[config.mk]
export PLATFORM = sky130hd
export DESIGN_NAME = rgb_thumbnail_difference_sum_core
export DESIGN_NICKNAME = d
export VERILOG_FILES = /design/src/sv/rtds_pkg.sv /design/src/sv/rgb_thumbnail_difference_sum_core.sv
export SDC_FILE = /design/constraint.sdc
export NUM_CORES = 1
export LEC_CHECK = 0
export BUFFER_PORTS_ARGS = -buffer_cell sky130_fd_sc_hd__buf_2
export CAP_MARGIN = 30
export CORE_ASPECT_RATIO = 0.6
export CORE_MARGIN = 2
export CORE_UTILIZATION = 24
export CTS_CLUSTER_DIAMETER = 40
export DETAILED_ROUTE_END_ITERATION = 6
export MAX_ROUTING_LAYER = met4
export SETUP_SLACK_MARGIN = 0.3
export SYNTH_ARGS = -nofsm -noshare
export SYNTH_HDL_FRONTEND = slang
export SYNTH_SLANG_ARGS = --single-unit
[constraint.sdc]
create_clock -name clock -period 12.32 [get_ports clock]
set_input_delay 1.848 -clock clock [delete_from_list [all_inputs] [get_ports clock]]
set_output_delay 1.848 -clock clock [all_outputs]
set_load 0.02 [all_outputs]
[src/sv/rtds_pkg.sv]
// ----------------------------------------------------------------------------
// rtds_pkg
// Constants, mode codes and helpers for the RGB thumbnail difference sum.
// ----------------------------------------------------------------------------
`default_nettype none

package rtds_pkg;

   localparam int PIXEL_COUNT_DEFAULT = 256;

   localparam int CHAN_W  = 8;
   localparam int PIX_W   = 6 * CHAN_W;   // req tdata payload
   localparam int SUM_W   = 24;           // total_difference
   localparam int SCORE_W = 16;           // widest per-pixel score (luma)

   // Q8 luminance weights, 0.21 / 0.72 / 0.07, summing to 256
   localparam logic [CHAN_W-1:0] W_RED   = 8'd54;
   localparam logic [CHAN_W-1:0] W_GREEN = 8'd184;
   localparam logic [CHAN_W-1:0] W_BLUE  = 8'd18;

   localparam longint unsigned PIXEL_MAX_Q8 = 64'd65280;
   localparam longint unsigned FIELD24_MAX  = 64'hFF_FFFF;

   // compare_mode codes; the unused code falls back to plain
   localparam logic [1:0] MODE_PLAIN = 2'd0;
   localparam logic [1:0] MODE_MONO  = 2'd1;
   localparam logic [1:0] MODE_LUMA  = 2'd2;

   function automatic logic [SUM_W-1:0] sum_limit(input int pixel_count);
      longint unsigned lim;
      lim = longint'(pixel_count) * PIXEL_MAX_Q8;
      if (lim > FIELD24_MAX) begin
         lim = FIELD24_MAX;
      end
      return lim[SUM_W-1:0];
   endfunction

   function automatic logic [CHAN_W-1:0] abs_diff(input logic [CHAN_W-1:0] a,
                                                  input logic [CHAN_W-1:0] b);
      return (a >= b) ? (a - b) : (b - a);
   endfunction

endpackage

`default_nettype wire

[src/sv/rgb_thumbnail_difference_sum_core.sv]
// A last beat is held in s1, then its total is registered into the result slot on rsp.
// Throughput: one pixel beat per cycle but for the stall below; the single loop is
//   the saturating accumulator add.
// Input stalls only when a last beat meets a result still waiting on rsp.
// Reset (synchronous, high) clears mode, accumulator, clip flag and both valids.
// ----------------------------------------------------------------------------
// rgb_thumbnail_difference_sum_core
// Saturating sum of per-pixel RGB differences between two thumbnails, with
// plain SAD, luminance difference / 255 and weighted SAD modes.
// ----------------------------------------------------------------------------
`default_nettype none

module rgb_thumbnail_difference_sum_core
   import rtds_pkg::*;
#(
   parameter int PIXEL_COUNT = PIXEL_COUNT_DEFAULT
) (
   input  wire logic              clock,
   input  wire logic              reset,
   // configuration
   input  wire logic              csr_we,
   input  wire logic [1:0]        csr_wdata,    // compare_mode
   // pixel pair beats
   input  wire logic              req_tvalid,
   output logic                   req_tready,
   // [7:0] search_red, [15:8] search_green, [23:16] search_blue,
   // [31:24] cand_red, [39:32] cand_green, [47:40] cand_blue
   input  wire logic [PIX_W-1:0]  req_tdata,
   input  wire logic              req_tlast,    // last_pixel
   // result beats
   output logic                   rsp_tvalid,
   input  wire logic              rsp_tready,
   output logic [SUM_W-1:0]       rsp_tdata,    // [23:0] total_difference
   output logic                   rsp_tuser     // [0] saturated
);

   // Clip point of the accumulator, fixed at elaboration.
   localparam logic [SUM_W-1:0] SumLimit = sum_limit(PIXEL_COUNT);

   // ---------------- registers ----------------
   logic [1:0]        mode_ff, mode_in;
   logic              s1_valid_ff, s1_valid_in;
   logic [PIX_W-1:0]  s1_pix_ff;
   logic              s1_last_ff;
   logic [SUM_W-1:0]  sum_ff, sum_in;
   logic              clip_ff, clip_in;
   logic              rsp_valid_ff, rsp_valid_in;
   logic [SUM_W-1:0]  rsp_data_ff;
   logic              rsp_sat_ff;

   // ---------------- handshake ----------------
   logic req_fire;
   logic acc_move;   // the held beat enters the accumulator this cycle

   // A non-last beat never needs the result slot, so only a last beat facing
   // an untaken result holds.
   assign acc_move   = s1_valid_ff && !(s1_last_ff && rsp_valid_ff && !rsp_tready);
   assign req_tready = !s1_valid_ff || acc_move;
   assign req_fire   = req_tvalid && req_tready;

   // ---------------- per-pixel score ----------------
   logic [CHAN_W-1:0]  sr, sg, sb, cr, cg, cb;
   logic [CHAN_W-1:0]  dr, dg, db;
   logic [9:0]         plain_score;
   logic [SCORE_W-1:0] luma_score;
   logic [SCORE_W-1:0] lum_s, lum_c, lum_ad;
   logic [16:0]        mono_y, mono_t;
   logic [8:0]         mono_score;
   logic [SCORE_W-1:0] score;

   assign sr = s1_pix_ff[0*CHAN_W +: CHAN_W];
   assign sg = s1_pix_ff[1*CHAN_W +: CHAN_W];
   assign sb = s1_pix_ff[2*CHAN_W +: CHAN_W];
   assign cr = s1_pix_ff[3*CHAN_W +: CHAN_W];
   assign cg = s1_pix_ff[4*CHAN_W +: CHAN_W];
   assign cb = s1_pix_ff[5*CHAN_W +: CHAN_W];

   assign dr = abs_diff(sr, cr);
   assign dg = abs_diff(sg, cg);
   assign db = abs_diff(sb, cb);

   assign plain_score = 10'(dr) + 10'(dg) + 10'(db);

   // Weights sum to 256, so every Q8 sum here tops out at 65280.
   assign luma_score = 16'(dr) * 16'(W_RED) + 16'(dg) * 16'(W_GREEN)
                     + 16'(db) * 16'(W_BLUE);

   assign lum_s  = 16'(sr) * 16'(W_RED) + 16'(sg) * 16'(W_GREEN) + 16'(sb) * 16'(W_BLUE);
   assign lum_c  = 16'(cr) * 16'(W_RED) + 16'(cg) * 16'(W_GREEN) + 16'(cb) * 16'(W_BLUE);
   assign lum_ad = (lum_s >= lum_c) ? (lum_s - lum_c) : (lum_c - lum_s);

   // Round-half-up |L|/255: y = |L| + 127, then y/255 = (y + 1 + (y >> 8)) >> 8,
   // exact while the quotient stays at or below 256.
   assign mono_y     = 17'(lum_ad) + 17'd127;
   assign mono_t     = mono_y + 17'd1 + (mono_y >> 8);
   assign mono_score = mono_t[16:8];

   always_comb begin
      unique case (mode_ff)
         MODE_MONO: score = 16'(mono_score);
         MODE_LUMA: score = luma_score;
         default:   score = 16'(plain_score);
      endcase
   end

   // ---------------- saturating accumulate ----------------
   logic [SUM_W:0]   acc_raw;
   logic             acc_over;
   logic [SUM_W-1:0] acc_next;
   logic             clip_next;

   assign acc_raw   = (SUM_W+1)'(sum_ff) + (SUM_W+1)'(score);
   assign acc_over  = acc_raw > (SUM_W+1)'(SumLimit);
   assign acc_next  = acc_over ? SumLimit : acc_raw[SUM_W-1:0];
   assign clip_next = clip_ff || acc_over;

   always_comb begin
      mode_in      = csr_we ? csr_wdata : mode_ff;

      s1_valid_in  = s1_valid_ff;
      if (req_fire) begin
         s1_valid_in = 1'b1;
      end else if (acc_move) begin
         s1_valid_in = 1'b0;
      end

      sum_in       = sum_ff;
      clip_in      = clip_ff;
      rsp_valid_in = rsp_valid_ff && !rsp_tready;
      if (acc_move) begin
         if (s1_last_ff) begin
            // frame done: hand off the total and start the next pair clean
            sum_in       = '0;
            clip_in      = 1'b0;
            rsp_valid_in = 1'b1;
         end else begin
            sum_in  = acc_next;
            clip_in = clip_next;
         end
      end
   end

   always_ff @(posedge clock) begin
      if (reset) begin
         mode_ff      <= MODE_PLAIN;
         s1_valid_ff  <= 1'b0;
         sum_ff       <= '0;
         clip_ff      <= 1'b0;
         rsp_valid_ff <= 1'b0;
      end else begin
         mode_ff      <= mode_in;
         s1_valid_ff  <= s1_valid_in;
         sum_ff       <= sum_in;
         clip_ff      <= clip_in;
         rsp_valid_ff <= rsp_valid_in;
      end
   end

   // payload registers, no reset
   always_ff @(posedge clock) begin
      if (req_fire) begin
         s1_pix_ff  <= req_tdata;
         s1_last_ff <= req_tlast;
      end
      if (acc_move && s1_last_ff) begin
         rsp_data_ff <= acc_next;
         rsp_sat_ff  <= clip_next;
      end
   end

   assign rsp_tvalid = rsp_valid_ff;
   assign rsp_tdata  = rsp_data_ff;
   assign rsp_tuser  = rsp_sat_ff;

endmodule

`default_nettype wire

==> Word-level counts from Yosys, hierarchy flattened <==
Cells that the tools add are included.
{ "op_classes": {"n_addsub": 20, "multipliers": 9, "magnitude_cmp": 5, "eq_ne": 2, "mux": 12, "n_reduce_logical": 12} }
{ "ops": {"columns": ["cell", "count"], "rows": [
  ["8-bit by 5-bit multiplier with 13-bit output, second input constant", 6],
  ["14-bit by 16-bit adder with 16-bit output", 3],
  ["16-bit by 13-bit adder with 16-bit output", 3],
  ["24-bit 2-to-1 mux", 2],
  ["8-bit subtractor", 6],
  ["8-bit by 4-bit multiplier with 12-bit output, second input constant", 3],
  ["16-bit one-hot mux with 2 select lines", 1],
  ["16-bit subtractor", 2],
  ["24-bit by 16-bit adder with 25-bit output", 1],
  ["25-bit by 24-bit > comparator with 1-bit output, second input constant", 1],
  ["8-bit greater-or-equal comparator", 3],
  ["8-bit 2-to-1 mux", 3],
  ["16-bit by 7-bit adder with 17-bit output, second input constant", 1],
  ["17-bit by 1-bit adder with 17-bit output, second input constant", 1],
  ["17-bit by 9-bit adder with 17-bit output", 1],
  ["16-bit greater-or-equal comparator", 1],
  ["16-bit 2-to-1 mux", 1],
  ["9-bit by 8-bit adder with 10-bit output", 1],
  ["8-bit by 8-bit adder with 9-bit output", 1],
  ["1-bit logical AND", 6],
  ["1-bit 2-to-1 mux", 5],
  ["1-bit zero test", 3],
  ["2-bit by 1-bit == test with 1-bit output, second input constant", 1],
  ["2-bit == test, second input constant", 1],
  ["2 further kinds", 3]
]} }
{ "totals": {"reg_bits": 103, "input_bits": 56, "out_inout_bits": 27, "elab_cells": 69} }

==> Depth between registers and ports, before layout <==
Gate-level depths: netlist of the first run.
{ "logic_depth": {"depth_word": 13, "ltp_mapped": 58, "depth_no_buf": 57} }

==> Least setup slack after synthesis of the first run <==
Ideal clock, no wire load.
{ "synth_path": {"path_kind": "reg-to-reg", "from": "reg s1_pix_ff[25]", "to": "reg sum_ff[0]", "setup_ns": 0.117, "arrival_time_ns": 12.557, "t_required_ns": 12.203, "setup_slack_ns": -0.353, "stages_incl_launch_ff": 55, "path_buffers": 2, "synth_period_minus_slack_ns": 12.673, "cell_sequence": "edfxtp_1 ha_1 fa_1 inv_1 fa_1 inv_1 ha_1 o21a_1 o21a_1 or2_2 fa_1 inv_1 ha_1 inv_1 o21bai_1 a21oi_1 o21bai_1 a21oi_1 [... 19 more ...] a31o_2 nor3_1 xnor2_1 o221ai_1 ha_1 nor2b_1 o21ai_0 a21boi_0 o21a_1 o211ai_1 and4b_1 o31a_1 clkbuf_1 nor4b_1 nand3_1 o31ai_1 nor2_1 a22o_1"} }
{ "synth_via": {"elab_chain_len": 13, "word_cells_on_any_way": 24, "cone_classes": "add/sub (14); mul (2); order compare (3); mux (5)"} }
{ "synth_rtl": {"columns": ["element", "line_no", "rtl"], "rows": [
  ["start, declared", "rgb_thumbnail_difference_sum_core.sv:43", "logic [PIX_W-1:0] s1_pix_ff;"],
  ["start signal, assigned", "rgb_thumbnail_difference_sum_core.sv:162", "s1_pix_ff <= req_tdata;"],
  ["8-bit by 5-bit multiplier with 13-bit output", "rgb_thumbnail_difference_sum_core.sv:89", "assign lum_c = 16'(cr) * 16'(W_RED) + 16'(cg) * 16'(W_GREEN) + 16'(cb) * 16'(W_BLUE);"],
  ["14-bit by 16-bit adder with 16-bit output", "rgb_thumbnail_difference_sum_core.sv:89", null],
  ["16-bit by 13-bit adder with 16-bit output", "rgb_thumbnail_difference_sum_core.sv:89", null],
  ["16-bit subtractor / 16-bit greater-or-equal comparator (equally long branches)", "rgb_thumbnail_difference_sum_core.sv:90", "assign lum_ad = (lum_s >= lum_c) ? (lum_s - lum_c) : (lum_c - lum_s);"],
  ["16-bit 2-to-1 mux", "rgb_thumbnail_difference_sum_core.sv:90", null],
  ["16-bit by 7-bit adder with 17-bit output", "rgb_thumbnail_difference_sum_core.sv:94", "assign mono_y = 17'(lum_ad) + 17'd127;"],
  ["17-bit by 1-bit adder with 17-bit output", "rgb_thumbnail_difference_sum_core.sv:95", "assign mono_t = mono_y + 17'd1 + (mono_y >> 8);"],
  ["17-bit by 9-bit adder with 17-bit output", "rgb_thumbnail_difference_sum_core.sv:95", null],
  ["16-bit one-hot mux with 2 select lines (*)", "rgb_thumbnail_difference_sum_core.sv:99", "unique case (mode_ff)"],
  ["24-bit by 16-bit adder with 25-bit output (*)", "rgb_thumbnail_difference_sum_core.sv:112", "assign acc_raw = (SUM_W+1)'(sum_ff) + (SUM_W+1)'(score);"],
  ["25-bit by 24-bit > comparator with 1-bit output", "rgb_thumbnail_difference_sum_core.sv:113", "assign acc_over = acc_raw > (SUM_W+1)'(SumLimit);"],
  ["24-bit 2-to-1 mux (*)", "rgb_thumbnail_difference_sum_core.sv:114", "assign acc_next = acc_over ? SumLimit : acc_raw[SUM_W-1:0];"],
  ["24-bit 2-to-1 mux (*)", "rgb_thumbnail_difference_sum_core.sv:131", "if (s1_last_ff) begin"],
  ["end signal, assigned", "rgb_thumbnail_difference_sum_core.sv:153", "sum_ff <= sum_in;"],
  ["end, declared", "rgb_thumbnail_difference_sum_core.sv:45", "logic [SUM_W-1:0] sum_ff, sum_in;"]
]} }
Mark *: on every way between the ends. The rest lies on a longest branch, timed or not.
A chain may end at the register's enable or synchronous reset.

==> Final worst setup path of the first run <==
{ "layout_path": {"from": "reg s1_pix_ff[25]", "to": "reg rsp_data_ff[18] (netlist: rsp_tdata[18]) (data pin)"} }
{ "layout_via": {"elab_chain_len": 12, "word_cells_on_any_way": 23, "cone_classes": "add/sub (14); mul (2); order compare (3); mux (4)"} }
{ "layout_rtl": {"columns": ["element", "line_no", "rtl"], "rows": [
  ["8-bit by 5-bit multiplier with 13-bit output", "rgb_thumbnail_difference_sum_core.sv:89", null],
  ["14-bit by 16-bit adder with 16-bit output", "rgb_thumbnail_difference_sum_core.sv:89", null],
  ["16-bit by 13-bit adder with 16-bit output", "rgb_thumbnail_difference_sum_core.sv:89", null],
  ["16-bit subtractor / 16-bit greater-or-equal comparator (equally long branches)", "rgb_thumbnail_difference_sum_core.sv:90", null],
  ["16-bit 2-to-1 mux", "rgb_thumbnail_difference_sum_core.sv:90", null],
  ["16-bit by 7-bit adder with 17-bit output", "rgb_thumbnail_difference_sum_core.sv:94", null],
  ["17-bit by 1-bit adder with 17-bit output", "rgb_thumbnail_difference_sum_core.sv:95", null],
  ["17-bit by 9-bit adder with 17-bit output", "rgb_thumbnail_difference_sum_core.sv:95", null],
  ["16-bit one-hot mux with 2 select lines (*)", "rgb_thumbnail_difference_sum_core.sv:99", null],
  ["24-bit by 16-bit adder with 25-bit output (*)", "rgb_thumbnail_difference_sum_core.sv:112", null],
  ["25-bit by 24-bit > comparator with 1-bit output", "rgb_thumbnail_difference_sum_core.sv:113", null],
  ["24-bit 2-to-1 mux (*)", "rgb_thumbnail_difference_sum_core.sv:114", null],
  ["via acc_next[18]", "rgb_thumbnail_difference_sum_core.sv:109", "logic [SUM_W-1:0] acc_next;"],
  ["end signal, assigned", "rgb_thumbnail_difference_sum_core.sv:166", "rsp_data_ff <= acc_next;"],
  ["end, declared", "rgb_thumbnail_difference_sum_core.sv:48", "logic [SUM_W-1:0] rsp_data_ff;"]
]} }
Mark *: on every way through the listed nets, which the timed path passes. The rest lies on a longest branch.

==> results.sh, run 1 <==
export IMPL_start_util_pct=24.2
export IMPL_area_growth_pct=27.1
export IMPL_path_max_fanout=8
export IMPL_rsz0062_at_grt="yes"
export IMPL_design_area_sq_mm=0.0220
export IMPL_insertion_delay_ns=0.40
export IMPL_critPathLaunchType="flip-flop"
export IMPL_clock_fmax_ghz=0.0814
export IMPL_gp_congestion=0.911
export IMPL_setup_viol_count_final=0
export IMPL_cts_buffers_inserted=9
export IMPL_finalHoldViolCount=0
export IMPL_maxCapViolations=0
export IMPL_cts_tree="yes"
export IMPL_worst_slew_pin_slew_ns=0.971
export IMPL_die_area_sq_mm=0.0742
export IMPL_holdBufCountCts=0
export IMPL_hold_class="flip-flop to flip-flop"
export IMPL_grt_overflow=0
export IMPL_postRouteAntennaNets=0
export IMPL_ys_ff_latch=103
export IMPL_htree_levels=3
export IMPL_drt_iter0_markers=884
export IMPL_cp_arrival_ns=12.44
export IMPL_wl_um=50000
export IMPL_cpMaxStageDelayCell="fa_1"
export IMPL_crit_family="compound AO/OA/AOI/OAI gates"
export IMPL_crit_buf_inv=17
export IMPL_drc=0
export IMPL_yosys_warnings=0
export IMPL_grt_pass1_wl_um=76400
export IMPL_max_stage_delay_ns=0.53
export IMPL_ys_seq_area_share_pct=16.2
export IMPL_drive_gt1_share_pct=22.7
export IMPL_io_buffer_count=82
export IMPL_grt_max_degree=49
export IMPL_cpMostUsedCell="buf_4"
export IMPL_root_buffer="clkbuf_16"
export IMPL_core_sq_mm=0.0715
export IMPL_period_minus_slack_ns=12.29
export IMPL_antenna_found_initial=4
export IMPL_status="completed"
export IMPL_die_w_um=350
export IMPL_synth_cell_types=84
export IMPL_fp_row_count=76
export IMPL_dr_pass1_iters=5
export IMPL_track_usage_pct=13.7
export IMPL_skew_ns=0.0151
export IMPL_via_per_inst=4.46
export IMPL_io_pins=83
export IMPL_slew_headroom_pct=34.8
export IMPL_dpl_cell_area_sq_mm=0.0201
export IMPL_synth_edff_count=74
export IMPL_worstPathRequired_ns=12.47
export IMPL_path_clk_slew_ns=0.09
export IMPL_syn_instance_count=1915
export IMPL_post_dp_hpwl_um=41400
export IMPL_cts_max_path_buffers=2
export IMPL_drv_slew=0
export IMPL_syn_num_nets=2424
export IMPL_min_period_over_period_pct=99.8
export IMPL_dieHeight_um=212
export IMPL_cts_sinks=103
export IMPL_grt_pass1_vias=13600
export IMPL_synth_ff_type="edfxtp_1"
export IMPL_syn_area_sq_mm=0.0173
export IMPL_vias=14200
export IMPL_path_class="flip-flop to flip-flop"
export IMPL_ys_async_sr_fraction_pct=0
export IMPL_synth_area_per_cell_sq_um=9.02
export IMPL_wl_per_cell_um=15.6
export IMPL_nNetsFinal=2719
export IMPL_end_kind="flip-flop"
## cell usage in the layout (no fill, tap or decap), types with 20 or more instances in the layout
master / n
a21o_1: 46
a21oi_1: 125
buf_2: 82
buf_4: 204
dfxtp_1: 29
edfxtp_1: 74
fa_1: 106
ha_1: 320
ha_4: 23
inv_1: 353
mux2i_1: 26
nand2_1: 62
nand2b_1: 22
nand3_1: 20
nor2_1: 86
o21ai_0: 53
o21bai_1: 47
xnor2_1: 103
xor2_1: 44
## final cells by class
| cell class | count | area [sq um] |
|---|---|---|
| Inverter | 362 | 1360 |
| Clock buffer | 9 | 225 |
| Clock inverter | 7 | 81.3 |
| Sequential cell | 103 | 2800 |
| Fill cell | 7524 | 49600 |
| Antenna cell | 3 | 7.51 |
| Timing Repair Buffer | 305 | 2190 |
| Tap cell | 975 | 1220 |
| Multi-Input combinational cell | 1429 | 14100 |
## final timing paths
check / startpoint / to / slack, ns / depth (start not counted)
setup reg to reg: s1_pix_ff[25] / rsp_tdata[18] / 0.03 / 60
setup / recovery: s1_pix_ff[25] / rsp_tdata[18] / 0.03 / 60
hold / removal: sum_ff[13] / sum_ff[13] / 0.48 / 2
hold reg to reg: sum_ff[13] / sum_ff[13] / 0.48 / 2
## tightest hold or removal path, cell delays in order (launching register included)
cell and delay [ns]:
dfxtp_1 0.32, nand2_1 0.06, o31ai_1 0.05
## cells in the mapped netlist (24+ instances only)
cell type  number  area (sq um)
dfxtp_1        29           581
xor2_1         51           447
edfxtp_1       74          2220
inv_1         362          1360
a21oi_1       145           726
o21ai_0        68           340
nor2_1         91           342
ha_1          346          4330
mux2i_1        32           320
nand2_1        69           259
o21bai_1       49           368
xnor2_1       116          1020
nand3_1        24           120
fa_1          107          2140
a21o_1         46           345
nor3_1         25           125
## per-stage QoR
step | worst slack (ns) | hold slack, ns | setup TNS (ns) | cells | utilization, %
4_1_cts | 0.223 | 0.472 | 0 | 3152 | 29.3
5_1_grt | -0.498 | 0.493 | -17.13 | 3192 | 30.7
6_report | 0.0286 | 0.478 | 0 | 3193 | 30.7
3_5_place_dp | -0.510 | 0.452 | -12.17 | 3112 | 28.1
3_3_place_gp | -0.0898 | 0.448 | -1.08 | 3110 | 28.1
2_1_floorplan | 0.304 | 0.432 | 0 | 1915 | -
## logic make-up (layout without fill, tap and decap cells)
logic type	count (synthesis)	in the layout	share of synthesized area (%)
adders and majority gates	454	454	37.5
AOI/OAI and AO/OA	435	435	16.7
buffers and inverters	384	683	8.52
and+or+nand+nor	326	327	9.60
xor gates and xnor gates	169	169	8.69
DFF	103	103	16.2
muxes	44	44	2.72
other	0	3	0
## sequential cells by signal (all words and copies together), names as in the netlist
signal and flops:
s1_pix_ff 48, rsp_tdata 24, sum_ff 24, mode_ff 2
clip_ff 1, rsp_tuser 1, rsp_tvalid 1, s1_last_ff 1
s1_valid_ff 1
## routing by layer
layer / up-vias / part of all wire [%] / track usage, %
met5: - / 0 / -
met1: 6742 / 54 / 21.7
met2: 313 / 39 / 17.6
li1: 7161 / - / -
met4: 0 / 0.86 / 2.60
met3: 28 / 6.1 / 2.31
## timing repair
item                                    in CTS  in global routing
gates resized for setup                     66                133
endpoints found under the setup margin      50                 50
buffers inserted                            23                 37
pin swaps                                   46                106
gates cloned                                 1                  1
Power of run 1 is not shown: default switching activity piles up to over one toggle a cycle in this logic, so the estimate is an artifact.
==> run 2, diff against run 1 <==
CORE_UTILIZATION = 55   (was 24)
PLACE_DENSITY = 0.75   (was not set)
SLEW_MARGIN = 30   (was not set)
TNS_END_PERCENT = 30   (was not set)
==> run 2 against run 1 <==
The run now ends with setup timing left. Design area shrank 7.0%. Routed wire length shrank 5.0%. Worst hold slack worse by 0.0034 ns. Sequential cell count stayed put. Sequential share of layout area rose by 0.97 points. First-iteration DRC count grew 40%. Count of clock-buffer cells in the layout up 1. Critical path type unchanged.
==> results.sh, run 2 (same netlist as run 1, synthesis figures left out) <==
export IMPL_nNetsFinal=2656
export IMPL_setup_viol_count_final=25
export IMPL_grt_pass1_wl_um=74400
export IMPL_drv_slew=0
export IMPL_clock_fmax_ghz=0.0805
export IMPL_period_minus_slack_ns=12.42
export IMPL_final_common_cell="inv_1"
export IMPL_post_dp_hpwl_um=38900
export IMPL_rsz0062_at_grt="yes"
export IMPL_end_kind="flip-flop"
export IMPL_drt_iter0_markers=1237
export IMPL_drc=0
export IMPL_hold_class="flip-flop to flip-flop"
export IMPL_instances_no_fill=2568
export IMPL_via_per_inst=5.66
export IMPL_die_area_sq_mm=0.0329
export IMPL_fp_row_count=50
export IMPL_worstPathRequired_ns=12.44
export IMPL_dpl_cell_area_sq_mm=0.0191
export IMPL_cts_tree="yes"
export IMPL_largest_reg_flops=48
export IMPL_cp_arrival_ns=12.54
export IMPL_core_sq_mm=0.0310
export IMPL_vias=14500
export IMPL_io_buffer_count=82
export IMPL_cpMaxStageDelayCell="fa_1"
export IMPL_path_clk_slew_ns=0.08
export IMPL_dr_pass1_iters=6
export IMPL_worst_slew_pin_slew_ns=0.969
export IMPL_grt_pass1_vias=14400
export IMPL_postRouteAntennaNets=0
export IMPL_whs_path_depth=2
export IMPL_io_pins=83
export IMPL_design_area_sq_mm=0.0204
export IMPL_antenna_cells=0
export IMPL_cts_max_path_buffers=2
export IMPL_cts_buffers_inserted=9
export IMPL_rr_worst_depth=62
export IMPL_mostFrequentLayoutCells="inv_1, ha_1, buf_4"
export IMPL_drive_gt1_share_pct=18.1
export IMPL_root_buffer="clkbuf_16"
export IMPL_dp_cells=2513
export IMPL_area_growth_pct=18.1
export IMPL_gp_congestion=0.963
export IMPL_cts_sinks=103
export IMPL_rrSetupSlack_ns=-0.10
export IMPL_path_max_fanout=11
export IMPL_track_usage_pct=29.8
export IMPL_insertion_delay_ns=0.37
export IMPL_wl_per_cell_um=18.5
export IMPL_setup_ws_ns=-0.101
export IMPL_grt_overflow=0
export IMPL_violations="setup timing"
export IMPL_maxCapViolations=0
export IMPL_dieHeight_um=141
export IMPL_top_register="s1_pix_ff"
export IMPL_slew_headroom_pct=34.9
export IMPL_skew_ns=0.00683
export IMPL_grt_max_degree=50
export IMPL_status="finished, violations left"
export IMPL_critPathLaunchType="flip-flop"
export IMPL_path_class="flip-flop to flip-flop"
export IMPL_cpMostUsedCell="buf_4"
export IMPL_holdBufCountCts=0
export IMPL_die_w_um=233
export IMPL_start_util_pct=55.7
export IMPL_max_stage_delay_ns=0.52
export IMPL_finalHoldViolCount=0
export IMPL_min_period_over_period_pct=101
export IMPL_antenna_found_initial=0
export IMPL_htree_levels=3
export IMPL_wl_um=47500
## run 2: cell count changes in the layout (fill, tap and decap cells not counted), moves of 4 or more
cell	delta
clkinv_4	+4
buf_6	-5
o31ai_2	-5
ha_4	-9
o31ai_1	+5
buf_4	-59
a21oi_2	-9
ha_1	+9
a21oi_1	+10
## run 2: final timing paths
| check | start | to |
|---|---|---|
| max | s1_pix_ff[26] | rsp_tuser |
| min reg2reg | sum_ff[15] | sum_ff[15] |
| max reg2reg | s1_pix_ff[26] | rsp_tuser |
| min | sum_ff[15] | sum_ff[15] |
## run 2: layout make-up
cell class	count	area, sq um
clock inverter	6	55.1
inverter	362	1360
clock buffer	10	239
timing repair buffer	242	1730
tap	416	520
sequential	103	2800
multi-input combinational	1429	13700
fill	2540	10600
## run 2: per-stage QoR
step	TNS (ns)	setup slack, ns	utilization (%)	hold slack [ns]
2_1_floorplan	0	0.304	-	0.432
3_3_place_gp	-3.45	-0.250	61.6	0.448
3_5_place_dp	-17.49	-0.502	61.6	0.459
4_1_cts	0	0.256	64.9	0.472
5_1_grt	-19.71	-0.554	65.8	0.496
6_report	-1.35	-0.101	65.8	0.475
## run 2: timing repair
action | in CTS | in global routing
endpoints found under the setup margin | 50 | 50
endpoints found under the hold margin | 0 | 0
pin swaps | 34 | 25
gates cloned | 2 | 1
resized for setup | 96 | 38
buffers inserted | 27 | 9
## run 2: critical path: cells and delay by family (launching register included)
kind                       cells  cell delay (ns)
xor gates and xnor gates       3             0.47
adders and majority gates     10             3.29
buffers and inverters         16             1.70
and+or+nand+nor               13             2.49
AOI/OAI and AO/OA             20             3.79
DFF                            1             0.43
## run 2: layer usage
| layer | GRT usage [%] | wire, um | vias up |
|---|---|---|---|
| met2 | 41.8 | 19200 | 486 |
| met3 | 6.05 | 4110 | 57 |
| li1 | - | - | 7023 |
| met4 | 6.54 | 782 | 0 |
| met5 | - | 0 | - |
| met1 | 44.0 | 23400 | 6965 |
Power of run 2 is left out for the same reason.
